==> src/hw/rtl/jsm_pkg.sv <==
package jsm_pkg;

  localparam int COORD_BITS      = 12;
  localparam int SPEED_FRAC_BITS = 15;

  localparam int CW       = COORD_BITS;
  localparam int DW       = CW + 1;
  localparam int PW       = 2 * CW;
  localparam int L2W      = PW + 1;
  localparam int LEN_FRAC = 8;
  localparam int SQ_STEPS = (L2W + 2 * LEN_FRAC + 1) / 2;
  localparam int SQ_VW    = 2 * SQ_STEPS;
  localparam int RW       = SQ_STEPS;
  localparam int AW       = (L2W > RW + 3) ? L2W : RW + 3;
  localparam int NUMW     = PW + LEN_FRAC + 2;
  localparam int RQ_STEPS = DW;
  localparam int SP_STEPS = SPEED_FRAC_BITS + 1;
  localparam int DVW      = (RQ_STEPS > SP_STEPS) ? RQ_STEPS : SP_STEPS;
  localparam int CNTW     = $clog2(((SQ_STEPS > DVW) ? SQ_STEPS : DVW) + 2);
  localparam int SPW      = 16;
  localparam int CFG_IW   = 2;

  localparam logic [1:0] OP_START  = 2'd0;
  localparam logic [1:0] OP_MOVE   = 2'd1;
  localparam logic [1:0] OP_STOP   = 2'd2;
  localparam logic [1:0] OP_UNUSED = 2'd3;

  localparam logic [CFG_IW-1:0] REG_CENTER_X = 2'd0;
  localparam logic [CFG_IW-1:0] REG_CENTER_Y = 2'd1;
  localparam logic [CFG_IW-1:0] REG_RADIUS   = 2'd2;

  localparam logic [1:0] STEP_HOLD = 2'd0;
  localparam logic [1:0] STEP_SH1  = 2'd1;
  localparam logic [1:0] STEP_SH2  = 2'd2;

  typedef logic [CW-1:0]         coord_t;
  typedef logic signed [DW-1:0]  offset_t;
  typedef logic signed [SPW-1:0] speed_t;

  typedef struct packed {
    coord_t center_x;
    coord_t center_y;
    coord_t radius;
  } cfg_t;

  typedef struct packed {
    logic [1:0]    mode;
    logic [AW-1:0] rem;
    logic [1:0]    bits;
    logic [AW-1:0] sub;
  } step_req_t;

  typedef struct packed {
    logic          ge;
    logic [AW-1:0] res;
  } step_rsp_t;

endpackage

==> src/hw/rtl/jsm_evt_if.sv <==
interface jsm_evt_if import jsm_pkg::*; ();
  logic       valid;
  logic       ready;
  logic [1:0] op;
  coord_t     touch_x;
  coord_t     touch_y;

  modport source (output valid, output op, output touch_x, output touch_y, input ready);
  modport sink (input valid, input op, input touch_x, input touch_y, output ready);
endinterface

==> src/hw/rtl/jsm_res_if.sv <==
interface jsm_res_if import jsm_pkg::*; ();
  logic    valid;
  logic    ready;
  logic    send_valid;
  speed_t  pan_speed;
  speed_t  tilt_speed;
  logic    pos_valid;
  offset_t pos_x;
  offset_t pos_y;
  logic    now_active;

  modport source (output valid, output send_valid, output pan_speed, output tilt_speed,
                  output pos_valid, output pos_x, output pos_y, output now_active,
                  input ready);
  modport sink (input valid, input send_valid, input pan_speed, input tilt_speed,
                input pos_valid, input pos_x, input pos_y, input now_active,
                output ready);
endinterface

==> src/hw/rtl/jsm_cfg_if.sv <==
interface jsm_cfg_if import jsm_pkg::*; ();
  logic              valid;
  logic              ready;
  logic [CFG_IW-1:0] index;
  coord_t            data;

  modport source (output valid, output index, output data, input ready);
  modport sink (input valid, input index, input data, output ready);
endinterface

==> src/hw/rtl/jsm_cfg.sv <==
module jsm_cfg import jsm_pkg::*; (
  input  logic clk,
  input  logic rst,
  jsm_cfg_if.sink cfg,
  output cfg_t regs
);

  assign cfg.ready = 1'b1;

  always_ff @(posedge clk) begin
    if (rst) begin
      regs.center_x <= '0;
      regs.center_y <= '0;
      regs.radius   <= coord_t'(1);
    end else if (cfg.valid && cfg.ready) begin
      unique case (cfg.index)
        REG_CENTER_X: regs.center_x <= cfg.data;
        REG_CENTER_Y: regs.center_y <= cfg.data;
        REG_RADIUS:   regs.radius   <= cfg.data;
        default: ;
      endcase
    end
  end

endmodule

==> src/hw/rtl/jsm_step.sv <==
module jsm_step import jsm_pkg::*; (
  input  step_req_t req,
  output step_rsp_t rsp
);

  logic [AW-1:0] t;
  logic          ge;

  // shift in new dividend / radicand bits (none in hold mode), then compare and conditionally subtract
  always_comb begin
    unique case (req.mode)
      STEP_HOLD: t = req.rem;
      STEP_SH1:  t = {req.rem[AW-2:0], req.bits[0]};
      STEP_SH2:  t = {req.rem[AW-3:0], req.bits};
      default:   t = req.rem;
    endcase
    ge      = (t >= req.sub);
    rsp.ge  = ge;
    rsp.res = ge ? (t - req.sub) : t;
  end

endmodule

==> src/hw/rtl/jsm_core.sv <==
module jsm_core import jsm_pkg::*; (
  input  logic clk,
  input  logic rst,
  input  cfg_t regs,
  jsm_evt_if.sink   evt,
  jsm_res_if.source res
);

  localparam logic [2:0] S_IDLE = 3'd0;
  localparam logic [2:0] S_MUL  = 3'd1;
  localparam logic [2:0] S_CMP  = 3'd2;
  localparam logic [2:0] S_SQRT = 3'd3;
  localparam logic [2:0] S_RNUM = 3'd4;
  localparam logic [2:0] S_RDIV = 3'd5;
  localparam logic [2:0] S_SPD  = 3'd6;
  localparam logic [2:0] S_OUT  = 3'd7;

  localparam logic [SP_STEPS-1:0] LIM_POS = {1'b0, {SPEED_FRAC_BITS{1'b1}}};
  localparam logic [SP_STEPS-1:0] LIM_NEG = {1'b1, {SPEED_FRAC_BITS{1'b0}}};

  function automatic coord_t mag_of(input offset_t v);
    offset_t n;
    n = -v;
    return v[DW-1] ? n[CW-1:0] : v[CW-1:0];
  endfunction

  logic [2:0]      state;
  logic [CNTW-1:0] cnt;
  logic            engaged;
  logic            out_valid;

  logic [1:0]      op_q;
  offset_t         dx, dy;
  coord_t          ax, ay;
  logic [PW-1:0]   prod;
  logic [L2W-1:0]  len2;
  logic [SQ_VW-1:0] sqv;
  logic [RW-1:0]   root;
  logic [AW-1:0]   rem;
  logic [DVW-1:0]  dvd;
  logic            which;
  logic            spos;
  logic            send, posv;
  offset_t         px, py;
  speed_t          pan, tilt;

  logic            o_send, o_posv, o_active;
  speed_t          o_pan, o_tilt;
  offset_t         o_px, o_py;

  offset_t         in_dx, in_dy;
  coord_t          mul_a, mul_b;
  step_req_t       step_req;
  step_rsp_t       step_rsp;
  logic            in_circle;
  logic            r_zero;
  logic [DVW-1:0]  q_all;
  offset_t         pull;
  logic [NUMW-1:0] numv;
  offset_t         sel;
  coord_t          pmag;
  logic [SP_STEPS-1:0] smag, sat;
  speed_t          speed_val;
  logic            cmp_take, cmp_send, cmp_posv;

  assign evt.ready = (state == S_IDLE);

  assign in_dx = offset_t'({1'b0, evt.touch_x} - {1'b0, regs.center_x});
  assign in_dy = offset_t'({1'b0, evt.touch_y} - {1'b0, regs.center_y});

  assign r_zero    = (regs.radius == '0);
  assign in_circle = step_rsp.ge;

  // outcome of the circle check, before any clamping or speed work
  assign cmp_take = (op_q == OP_START && in_circle) || (op_q == OP_MOVE && engaged);
  assign cmp_send = cmp_take || (op_q == OP_STOP && engaged);
  assign cmp_posv = (op_q == OP_START) || (op_q == OP_STOP) || (op_q == OP_MOVE && engaged);

  // shared multiplier operand select
  always_comb begin
    mul_a = ax;
    mul_b = ax;
    if (state == S_MUL && cnt == CNTW'(1)) begin
      mul_a = ay;
      mul_b = ay;
    end else if (state == S_MUL && cnt == CNTW'(2)) begin
      mul_a = regs.radius;
      mul_b = regs.radius;
    end else if (state == S_RNUM) begin
      mul_a = which ? ay : ax;
      mul_b = regs.radius;
    end
  end

  // shared step unit operand select
  always_comb begin
    step_req.mode = STEP_HOLD;
    step_req.rem  = rem;
    step_req.bits = {1'b0, dvd[DVW-1]};
    step_req.sub  = '0;
    unique case (state)
      S_CMP: begin
        step_req.rem = AW'(prod);
        step_req.sub = AW'(len2);
      end
      S_SQRT: begin
        step_req.mode = STEP_SH2;
        step_req.bits = sqv[SQ_VW-1 -: 2];
        step_req.sub  = AW'({root, 2'b01});
      end
      S_RDIV: begin
        step_req.mode = STEP_SH1;
        step_req.sub  = AW'({root, 1'b0});
      end
      S_SPD: begin
        step_req.mode = STEP_SH1;
        step_req.sub  = AW'(regs.radius);
      end
      default: ;
    endcase
  end

  jsm_step u_step (
    .req (step_req),
    .rsp (step_rsp)
  );

  assign q_all = {dvd[DVW-2:0], step_rsp.ge};
  assign pull  = (which ? dy[DW-1] : dx[DW-1]) ? -offset_t'(q_all[RQ_STEPS-1:0])
                                               :  offset_t'(q_all[RQ_STEPS-1:0]);

  // rounded pull onto the circle: (2*|d|*r*256 + len) / (2*len)
  assign numv = (NUMW'(prod) << (LEN_FRAC + 1)) + NUMW'(root);

  assign sel  = which ? py : px;
  assign pmag = mag_of(sel);
  assign smag = q_all[SP_STEPS-1:0];

  always_comb begin
    if (spos) begin
      sat = (smag > LIM_POS) ? LIM_POS : smag;
    end else begin
      sat = (smag > LIM_NEG) ? LIM_NEG : smag;
    end
    speed_val = spos ? speed_t'(sat) : -speed_t'(sat);
  end

  // sequencer
  always_ff @(posedge clk) begin
    if (rst) begin
      state     <= S_IDLE;
      cnt       <= '0;
      engaged   <= 1'b0;
      out_valid <= 1'b0;
    end else begin
      // load a finished event, drop once the result transfers
      if (state == S_OUT && (!out_valid || res.ready)) begin
        out_valid <= 1'b1;
      end else if (out_valid && res.ready) begin
        out_valid <= 1'b0;
      end
      unique case (state)
        S_IDLE: begin
          if (evt.valid) begin
            state <= S_MUL;
            cnt   <= '0;
          end
        end
        S_MUL: begin
          if (cnt == CNTW'(2)) begin
            state <= S_CMP;
            cnt   <= '0;
          end else begin
            cnt <= cnt + 1'b1;
          end
        end
        S_CMP: begin
          cnt <= '0;
          unique case (op_q)
            OP_START: begin
              engaged <= in_circle;
              state   <= (in_circle && !r_zero) ? S_SPD : S_OUT;
            end
            OP_MOVE: begin
              if (!engaged) begin
                state <= S_OUT;
              end else if (!in_circle) begin
                state <= S_SQRT;
              end else begin
                state <= r_zero ? S_OUT : S_SPD;
              end
            end
            OP_STOP: begin
              engaged <= 1'b0;
              state   <= S_OUT;
            end
            OP_UNUSED: state <= S_OUT;
          endcase
        end
        S_SQRT: begin
          if (cnt == CNTW'(SQ_STEPS - 1)) begin
            state <= S_RNUM;
            cnt   <= '0;
          end else begin
            cnt <= cnt + 1'b1;
          end
        end
        S_RNUM: begin
          if (cnt == CNTW'(1)) begin
            state <= S_RDIV;
            cnt   <= '0;
          end else begin
            cnt <= cnt + 1'b1;
          end
        end
        S_RDIV: begin
          if (cnt == CNTW'(RQ_STEPS - 1)) begin
            cnt <= '0;
            if (which) begin
              state <= r_zero ? S_OUT : S_SPD;
            end else begin
              state <= S_RNUM;
            end
          end else begin
            cnt <= cnt + 1'b1;
          end
        end
        S_SPD: begin
          if (cnt == CNTW'(SP_STEPS)) begin
            cnt <= '0;
            if (which) begin
              state <= S_OUT;
            end
          end else begin
            cnt <= cnt + 1'b1;
          end
        end
        S_OUT: begin
          // hold until the output register is free
          if (!out_valid || res.ready) begin
            state <= S_IDLE;
          end
        end
        default: state <= S_IDLE;
      endcase
    end
  end

  // datapath
  always_ff @(posedge clk) begin
    prod <= PW'(mul_a) * PW'(mul_b);
    unique case (state)
      S_IDLE: begin
        if (evt.valid) begin
          op_q <= evt.op;
          dx   <= in_dx;
          dy   <= in_dy;
          ax   <= mag_of(in_dx);
          ay   <= mag_of(in_dy);
        end
      end
      S_MUL: begin
        if (cnt == CNTW'(1)) begin
          len2 <= L2W'(prod);
        end else if (cnt == CNTW'(2)) begin
          len2 <= len2 + L2W'(prod);
        end
      end
      S_CMP: begin
        which <= 1'b0;
        pan   <= '0;
        tilt  <= '0;
        px    <= cmp_take ? dx : '0;
        py    <= cmp_take ? dy : '0;
        send  <= cmp_send;
        posv  <= cmp_posv;
        sqv   <= SQ_VW'(len2) << (2 * LEN_FRAC);
        root  <= '0;
        rem   <= '0;
      end
      S_SQRT: begin
        rem  <= step_rsp.res;
        root <= {root[RW-2:0], step_rsp.ge};
        sqv  <= sqv << 2;
      end
      S_RNUM: begin
        if (cnt == CNTW'(1)) begin
          rem <= AW'(numv >> RQ_STEPS);
          dvd <= DVW'(numv[RQ_STEPS-1:0]) << (DVW - RQ_STEPS);
        end
      end
      S_RDIV: begin
        rem <= step_rsp.res;
        dvd <= q_all;
        if (cnt == CNTW'(RQ_STEPS - 1)) begin
          if (which) begin
            py <= pull;
          end else begin
            px <= pull;
          end
          which <= ~which;
        end
      end
      S_SPD: begin
        if (cnt == '0) begin
          rem  <= AW'(pmag >> 1);
          dvd  <= DVW'({pmag[0], {SPEED_FRAC_BITS{1'b0}}}) << (DVW - SP_STEPS);
          // tilt is taken from the negated y offset
          spos <= which ? py[DW-1] : !px[DW-1];
        end else begin
          rem <= step_rsp.res;
          dvd <= q_all;
          if (cnt == CNTW'(SP_STEPS)) begin
            if (which) begin
              tilt <= speed_val;
            end else begin
              pan <= speed_val;
            end
            which <= ~which;
          end
        end
      end
      S_OUT: begin
        if (!out_valid || res.ready) begin
          o_send   <= send;
          o_pan    <= pan;
          o_tilt   <= tilt;
          o_posv   <= posv;
          o_px     <= px;
          o_py     <= py;
          o_active <= engaged;
        end
      end
      default: ;
    endcase
  end

  assign res.valid      = out_valid;
  assign res.send_valid = o_send;
  assign res.pan_speed  = o_pan;
  assign res.tilt_speed = o_tilt;
  assign res.pos_valid  = o_posv;
  assign res.pos_x      = o_px;
  assign res.pos_y      = o_py;
  assign res.now_active = o_active;

endmodule

==> src/hw/rtl/touch_joystick_speed_mapper.sv <==
// A start or move inside the circle at nonzero radius runs two 16-step speed divisions on the
// shared step unit; a move clamped onto the circle first adds a 21-step square root and two
// 13-step divisions, and skips the speed divisions at zero radius; all other events use
// neither.
// One event in flight; the next is taken the cycle after the result is registered.
// Synchronous reset: not engaged, center 0/0, radius 1, no result pending.
module touch_joystick_speed_mapper import jsm_pkg::*; (
  input logic clk,
  input logic rst,
  jsm_evt_if.sink   evt,
  jsm_res_if.source res,
  jsm_cfg_if.sink   cfg
);

  cfg_t regs;

  jsm_cfg u_cfg (
    .clk  (clk),
    .rst  (rst),
    .cfg  (cfg),
    .regs (regs)
  );

  jsm_core u_core (
    .clk  (clk),
    .rst  (rst),
    .regs (regs),
    .evt  (evt),
    .res  (res)
  );

endmodule

==> src/flat_wrapper.sv <==
// flat-port wrapper written by rule: the top's interface ports become plain ports
module touch_joystick_speed_mapper_flat import jsm_pkg::*;
  (clk, rst, evt_valid, evt_op, evt_touch_x, evt_touch_y, evt_ready, res_valid, res_send_valid, res_pan_speed, res_tilt_speed, res_pos_valid, res_pos_x, res_pos_y, res_now_active, res_ready, cfg_valid, cfg_index, cfg_data, cfg_ready);
  jsm_evt_if evt_i ();
  jsm_res_if res_i ();
  jsm_cfg_if cfg_i ();
  input logic clk;
  input logic rst;
  input wire logic [$bits(evt_i.valid)-1:0] evt_valid;
  input wire logic [$bits(evt_i.op)-1:0] evt_op;
  input wire logic [$bits(evt_i.touch_x)-1:0] evt_touch_x;
  input wire logic [$bits(evt_i.touch_y)-1:0] evt_touch_y;
  output wire logic [$bits(evt_i.ready)-1:0] evt_ready;
  output wire logic [$bits(res_i.valid)-1:0] res_valid;
  output wire logic [$bits(res_i.send_valid)-1:0] res_send_valid;
  output wire logic [$bits(res_i.pan_speed)-1:0] res_pan_speed;
  output wire logic [$bits(res_i.tilt_speed)-1:0] res_tilt_speed;
  output wire logic [$bits(res_i.pos_valid)-1:0] res_pos_valid;
  output wire logic [$bits(res_i.pos_x)-1:0] res_pos_x;
  output wire logic [$bits(res_i.pos_y)-1:0] res_pos_y;
  output wire logic [$bits(res_i.now_active)-1:0] res_now_active;
  input wire logic [$bits(res_i.ready)-1:0] res_ready;
  input wire logic [$bits(cfg_i.valid)-1:0] cfg_valid;
  input wire logic [$bits(cfg_i.index)-1:0] cfg_index;
  input wire logic [$bits(cfg_i.data)-1:0] cfg_data;
  output wire logic [$bits(cfg_i.ready)-1:0] cfg_ready;
  assign evt_i.valid = evt_valid;
  assign evt_i.op = evt_op;
  assign evt_i.touch_x = evt_touch_x;
  assign evt_i.touch_y = evt_touch_y;
  assign evt_ready = evt_i.ready;
  assign res_valid = res_i.valid;
  assign res_send_valid = res_i.send_valid;
  assign res_pan_speed = res_i.pan_speed;
  assign res_tilt_speed = res_i.tilt_speed;
  assign res_pos_valid = res_i.pos_valid;
  assign res_pos_x = res_i.pos_x;
  assign res_pos_y = res_i.pos_y;
  assign res_now_active = res_i.now_active;
  assign res_i.ready = res_ready;
  assign cfg_i.valid = cfg_valid;
  assign cfg_i.index = cfg_index;
  assign cfg_i.data = cfg_data;
  assign cfg_ready = cfg_i.ready;
  touch_joystick_speed_mapper u_core (.clk(clk), .rst(rst), .evt(evt_i), .res(res_i), .cfg(cfg_i));
endmodule
==> config.mk <==
export PLATFORM = sky130hd
export DESIGN_NAME = touch_joystick_speed_mapper_flat
export DESIGN_NICKNAME = d
export VERILOG_FILES = /design/src/hw/rtl/jsm_pkg.sv /design/src/hw/rtl/jsm_evt_if.sv /design/src/hw/rtl/jsm_res_if.sv /design/src/hw/rtl/jsm_cfg_if.sv /design/src/hw/rtl/jsm_cfg.sv /design/src/hw/rtl/jsm_step.sv /design/src/hw/rtl/jsm_core.sv /design/src/hw/rtl/touch_joystick_speed_mapper.sv /design/src/flat_wrapper.sv
export SDC_FILE = /design/constraint.sdc
export NUM_CORES = 1
export LEC_CHECK = 0
export BUFFER_PORTS_ARGS = -buffer_cell sky130_fd_sc_hd__buf_2
export CORE_MARGIN = 4
export CORE_UTILIZATION = 42
export DETAILED_ROUTE_END_ITERATION = 6
export PLACE_DENSITY = 0.58
export SETUP_SLACK_MARGIN = 0.3
export SKIP_LAST_GASP = 1
export SYNTH_ARGS = -nofsm -noshare
export SYNTH_HDL_FRONTEND = slang
export SYNTH_SLANG_ARGS = --single-unit
==> constraint.sdc <==
create_clock -name clk -period 6.2 [get_ports clk]
set_clock_uncertainty 0.05 [all_clocks]
set_input_delay 0.62 -clock clk [delete_from_list [all_inputs] [get_ports clk]]
set_output_delay 0.62 -clock clk [all_outputs]
set_load 0.1 [all_outputs]
==> impl_metrics.ini <==
[status]
status = finished with violations
violations = setup timing

[logic_synthesis]
synth.area.top_cells = edfxtp_1 (34%), fa_1 (8.4%), ha_1 (7.9%), dfxtp_1 (5.6%), nand2_1 (4.7%)
synth_top_flop_cell = edfxtp_1
yosysSeqAreaShare = 0.4003
synth_fp_nets = 2850
synthArstFlopShare = 0
synthCells = 2543
syn-mean-instance-area_um2 = 9.812
synth.ff_latch_count = 356
synth_edf_count = 286
yosys.area.top_type = edfxtp_1
synth_top_area_share = 0.3442
synth_most_common_cell = nand2_1
yosys.cell_types.count = 95
yosys_warnings = 0
syn_area_mm2 = 0.02495
yosys-top-cells-count = nand2_1 (311), edfxtp_1 (286), nor2_1 (238), inv_1 (211), a21oi_1 (169)

[sta]
slew_violations = 0
fmax_mhz = 158.1
final_period_minus_worst_setup_slack_ns = 6.324
layout_setup_ws_ns = -0.1241
fin_setup_tns_ns = -0.3293
slew_headroom = 0.1875
rsz0062_at_grt = yes
hold_viol_final = 0
period_share = 1.020
max_slew.worst_pin.slew_ns = 1.213
setup_violations = 3

[flow_run]
maxCapViolCount = 0

[floorplan]
boundaryPins = 109
die_y_um = 251.7
core_mm2 = 0.05891
die_area_mm2 = 0.06338
die_w_um = 251.7
initial_utilization = 0.4236
rows = 89

[setup_path]
crit_slowest_cell = fa_1
crit_path_start_kind = register
timing.critical_path.buf_inv = 5
path_delay_family = adder cells
ff2ff_path_depth = 27
worstSetupEndpointType = register
path_depth = 27
critPathRequiredTime_ns = 6.63
max_stage_delay_ns = 0.56
reg2reg_slack_ns = -0.12
worstPathMaxFanout = 6
cp_data_arrival_time_ns = 6.76
criticalPathCategory = reg2reg
cpMostUsedCell = fa_1

[placed_design]
port_buffers = 107
gp_congestion = 0.9382
pre_cts_ws_ns = -0.2542
dpl.hpwl_um = 57860
postPlaceCellArea_mm2 = 0.02749
dp_cells = 3490

[drt]
drt_iter0_drc = 1680
firstDrtPassIters = 5
drt_wl_total_um = 74330
via_per_inst = 5.639
wl_per_cell_um = 20.60
ant_nets = 0
num_vias = 20350
drc = 0

[final_layout]
seq_area_mm2 = 0.01000
area.growth.synth_to_final_pct = 18.96
post_layout_nonfiller_instances = 3608
drive_gt1_frac = 0.1922
fin_nets = 3111
fin_area_mm2 = 0.02968
multi_input_area_mm2 = 0.01415
n_antenna_cell = 0
filler_cell_count = 5362

[worst_hold_path]
min_path_cells = 1
min_path_type = in2reg

[global_routing]
first_global_vias = 20090
antenna_found_initial = 1
grt_overflow_total = 0
grt_pass1_wl_um = 115100
grt_max_degree = 62
grt_use_total = 0.2306

[clock_tree]
cts_tree = done
cts_buffers = 41
cts_root_buf = clkbuf_16
worstSkewPairLatency_ns = 0.58
cts_max_level = 2
clock_path_buffers = 3
clk_pin_slew_worst_paths_ns = 0.06
cts_sinks = 356
cts_hold_buffers = 0
[cells by family (layout without fill, tap and decap cells)]
logic type	Yosys count	after routing	synth area share
compound gates	589	589	0.1586
xor+xnor	135	135	0.04738
fa+ha+maj	262	262	0.1630
buf+inv	321	613	0.05150
flops	356	356	0.4003
mux	80	80	0.03284
other cells	1	1	0.0001503
simple gates	799	799	0.1462
[what timing repair did]
action / in CTS / in global routing
endpoints found under the setup margin: 17 / 24
resized for setup: 40 / 70
buffers inserted: 21 / 21
hold endpoints to repair: 0 / 0
gates cloned: 1 / 1
pin swaps: 30 / 37
[metrics by stage]
stage            util  hold WS, ns
2_1_floorplan       -       0.3503
3_3_place_gp   0.4667       0.3513
3_5_place_dp   0.4667       0.3545
4_1_cts        0.4964       0.1531
5_1_grt        0.5039       0.1672
6_report       0.5039       0.1828
[final cells by class]
class	count	area share
multi-input combinational	1866	0.4768
sequential	356	0.3369
timing repair buffer	326	0.07861
clock buffer	52	0.03840
tap	773	0.03258
inverter	213	0.02693
clock inverter	22	0.009737
[worst reg2reg max path: cells and delay by family (launching register included)]
kind	cells	cell delay, ns
compound gates	6	1.07
flops	1	0.35
fa+ha+maj	6	2.82
mux	1	0.18
xor+xnor	1	0.15
buf+inv	5	0.37
simple gates	8	1.24
[placed cells by master, fill, tap and decap left out, types with 12 or more instances in the layout]
master / count
and2_1: 32
inv_1: 202
nand2b_1: 21
mux2i_1: 55
nor2_1: 227
o21a_1: 29
edfxtp_1: 286
a211oi_1: 16
dfxtp_1: 65
ha_1: 148
and3_1: 12
nand2_1: 309
xor2_1: 56
o21ai_0: 75
nor3_1: 35
nor2b_1: 21
nand4_1: 14
a221oi_1: 18
o22ai_1: 13
a21o_1: 55
nand3_1: 38
clkbuf_16: 44
buf_2: 107
o21ai_1: 15
mux2_2: 15
a31oi_1: 24
a22oi_1: 15
a21oi_1: 160
o31ai_1: 17
or3_1: 13
xnor2_1: 79
a22o_1: 23
fa_1: 102
buf_4: 200
[registers in the layout, indices dropped and copies added (netlist names), 16 cells and up]
register                      flops
u_core.u_core.res.tilt_speed     16
u_core.u_core.pan                16
u_core.u_core.len2               25
u_core.u_core.root               21
u_core.u_core.res.pan_speed      16
u_core.u_cfg.regs                36
u_core.u_core.sqv                26
u_core.u_core.prod               24
u_core.u_core.rem                25
u_core.u_core.tilt               16
u_core.u_core.dvd                16
[per-layer routing]
metal | routed length [µm] | up-vias | part of all wire | track usage
li1 | - | 9545 | - | -
met1 | 32960 | 9996 | 0.44 | 0.3217
met2 | 33960 | 684 | 0.46 | 0.3660
met3 | 4904 | 119 | 0.066 | 0.04092
met4 | 2503 | 2 | 0.034 | 0.07640
met5 | 7 | - | 0.000094 | 0
[final timing paths]
check,startpoint,to
setup reg to reg,u_core.u_core.state[0],u_core.u_core.prod[22]
hold reg to reg,u_core.u_core.tilt[12],u_core.u_core.res.tilt_speed[12]
hold / removal,evt_op[1],u_core.u_core.op_q[1]
setup / recovery,u_core.u_core.state[0],u_core.u_core.prod[22]
Power is not shown: default switching activity piles up to over one toggle a cycle in this logic, so the estimate is an artifact.
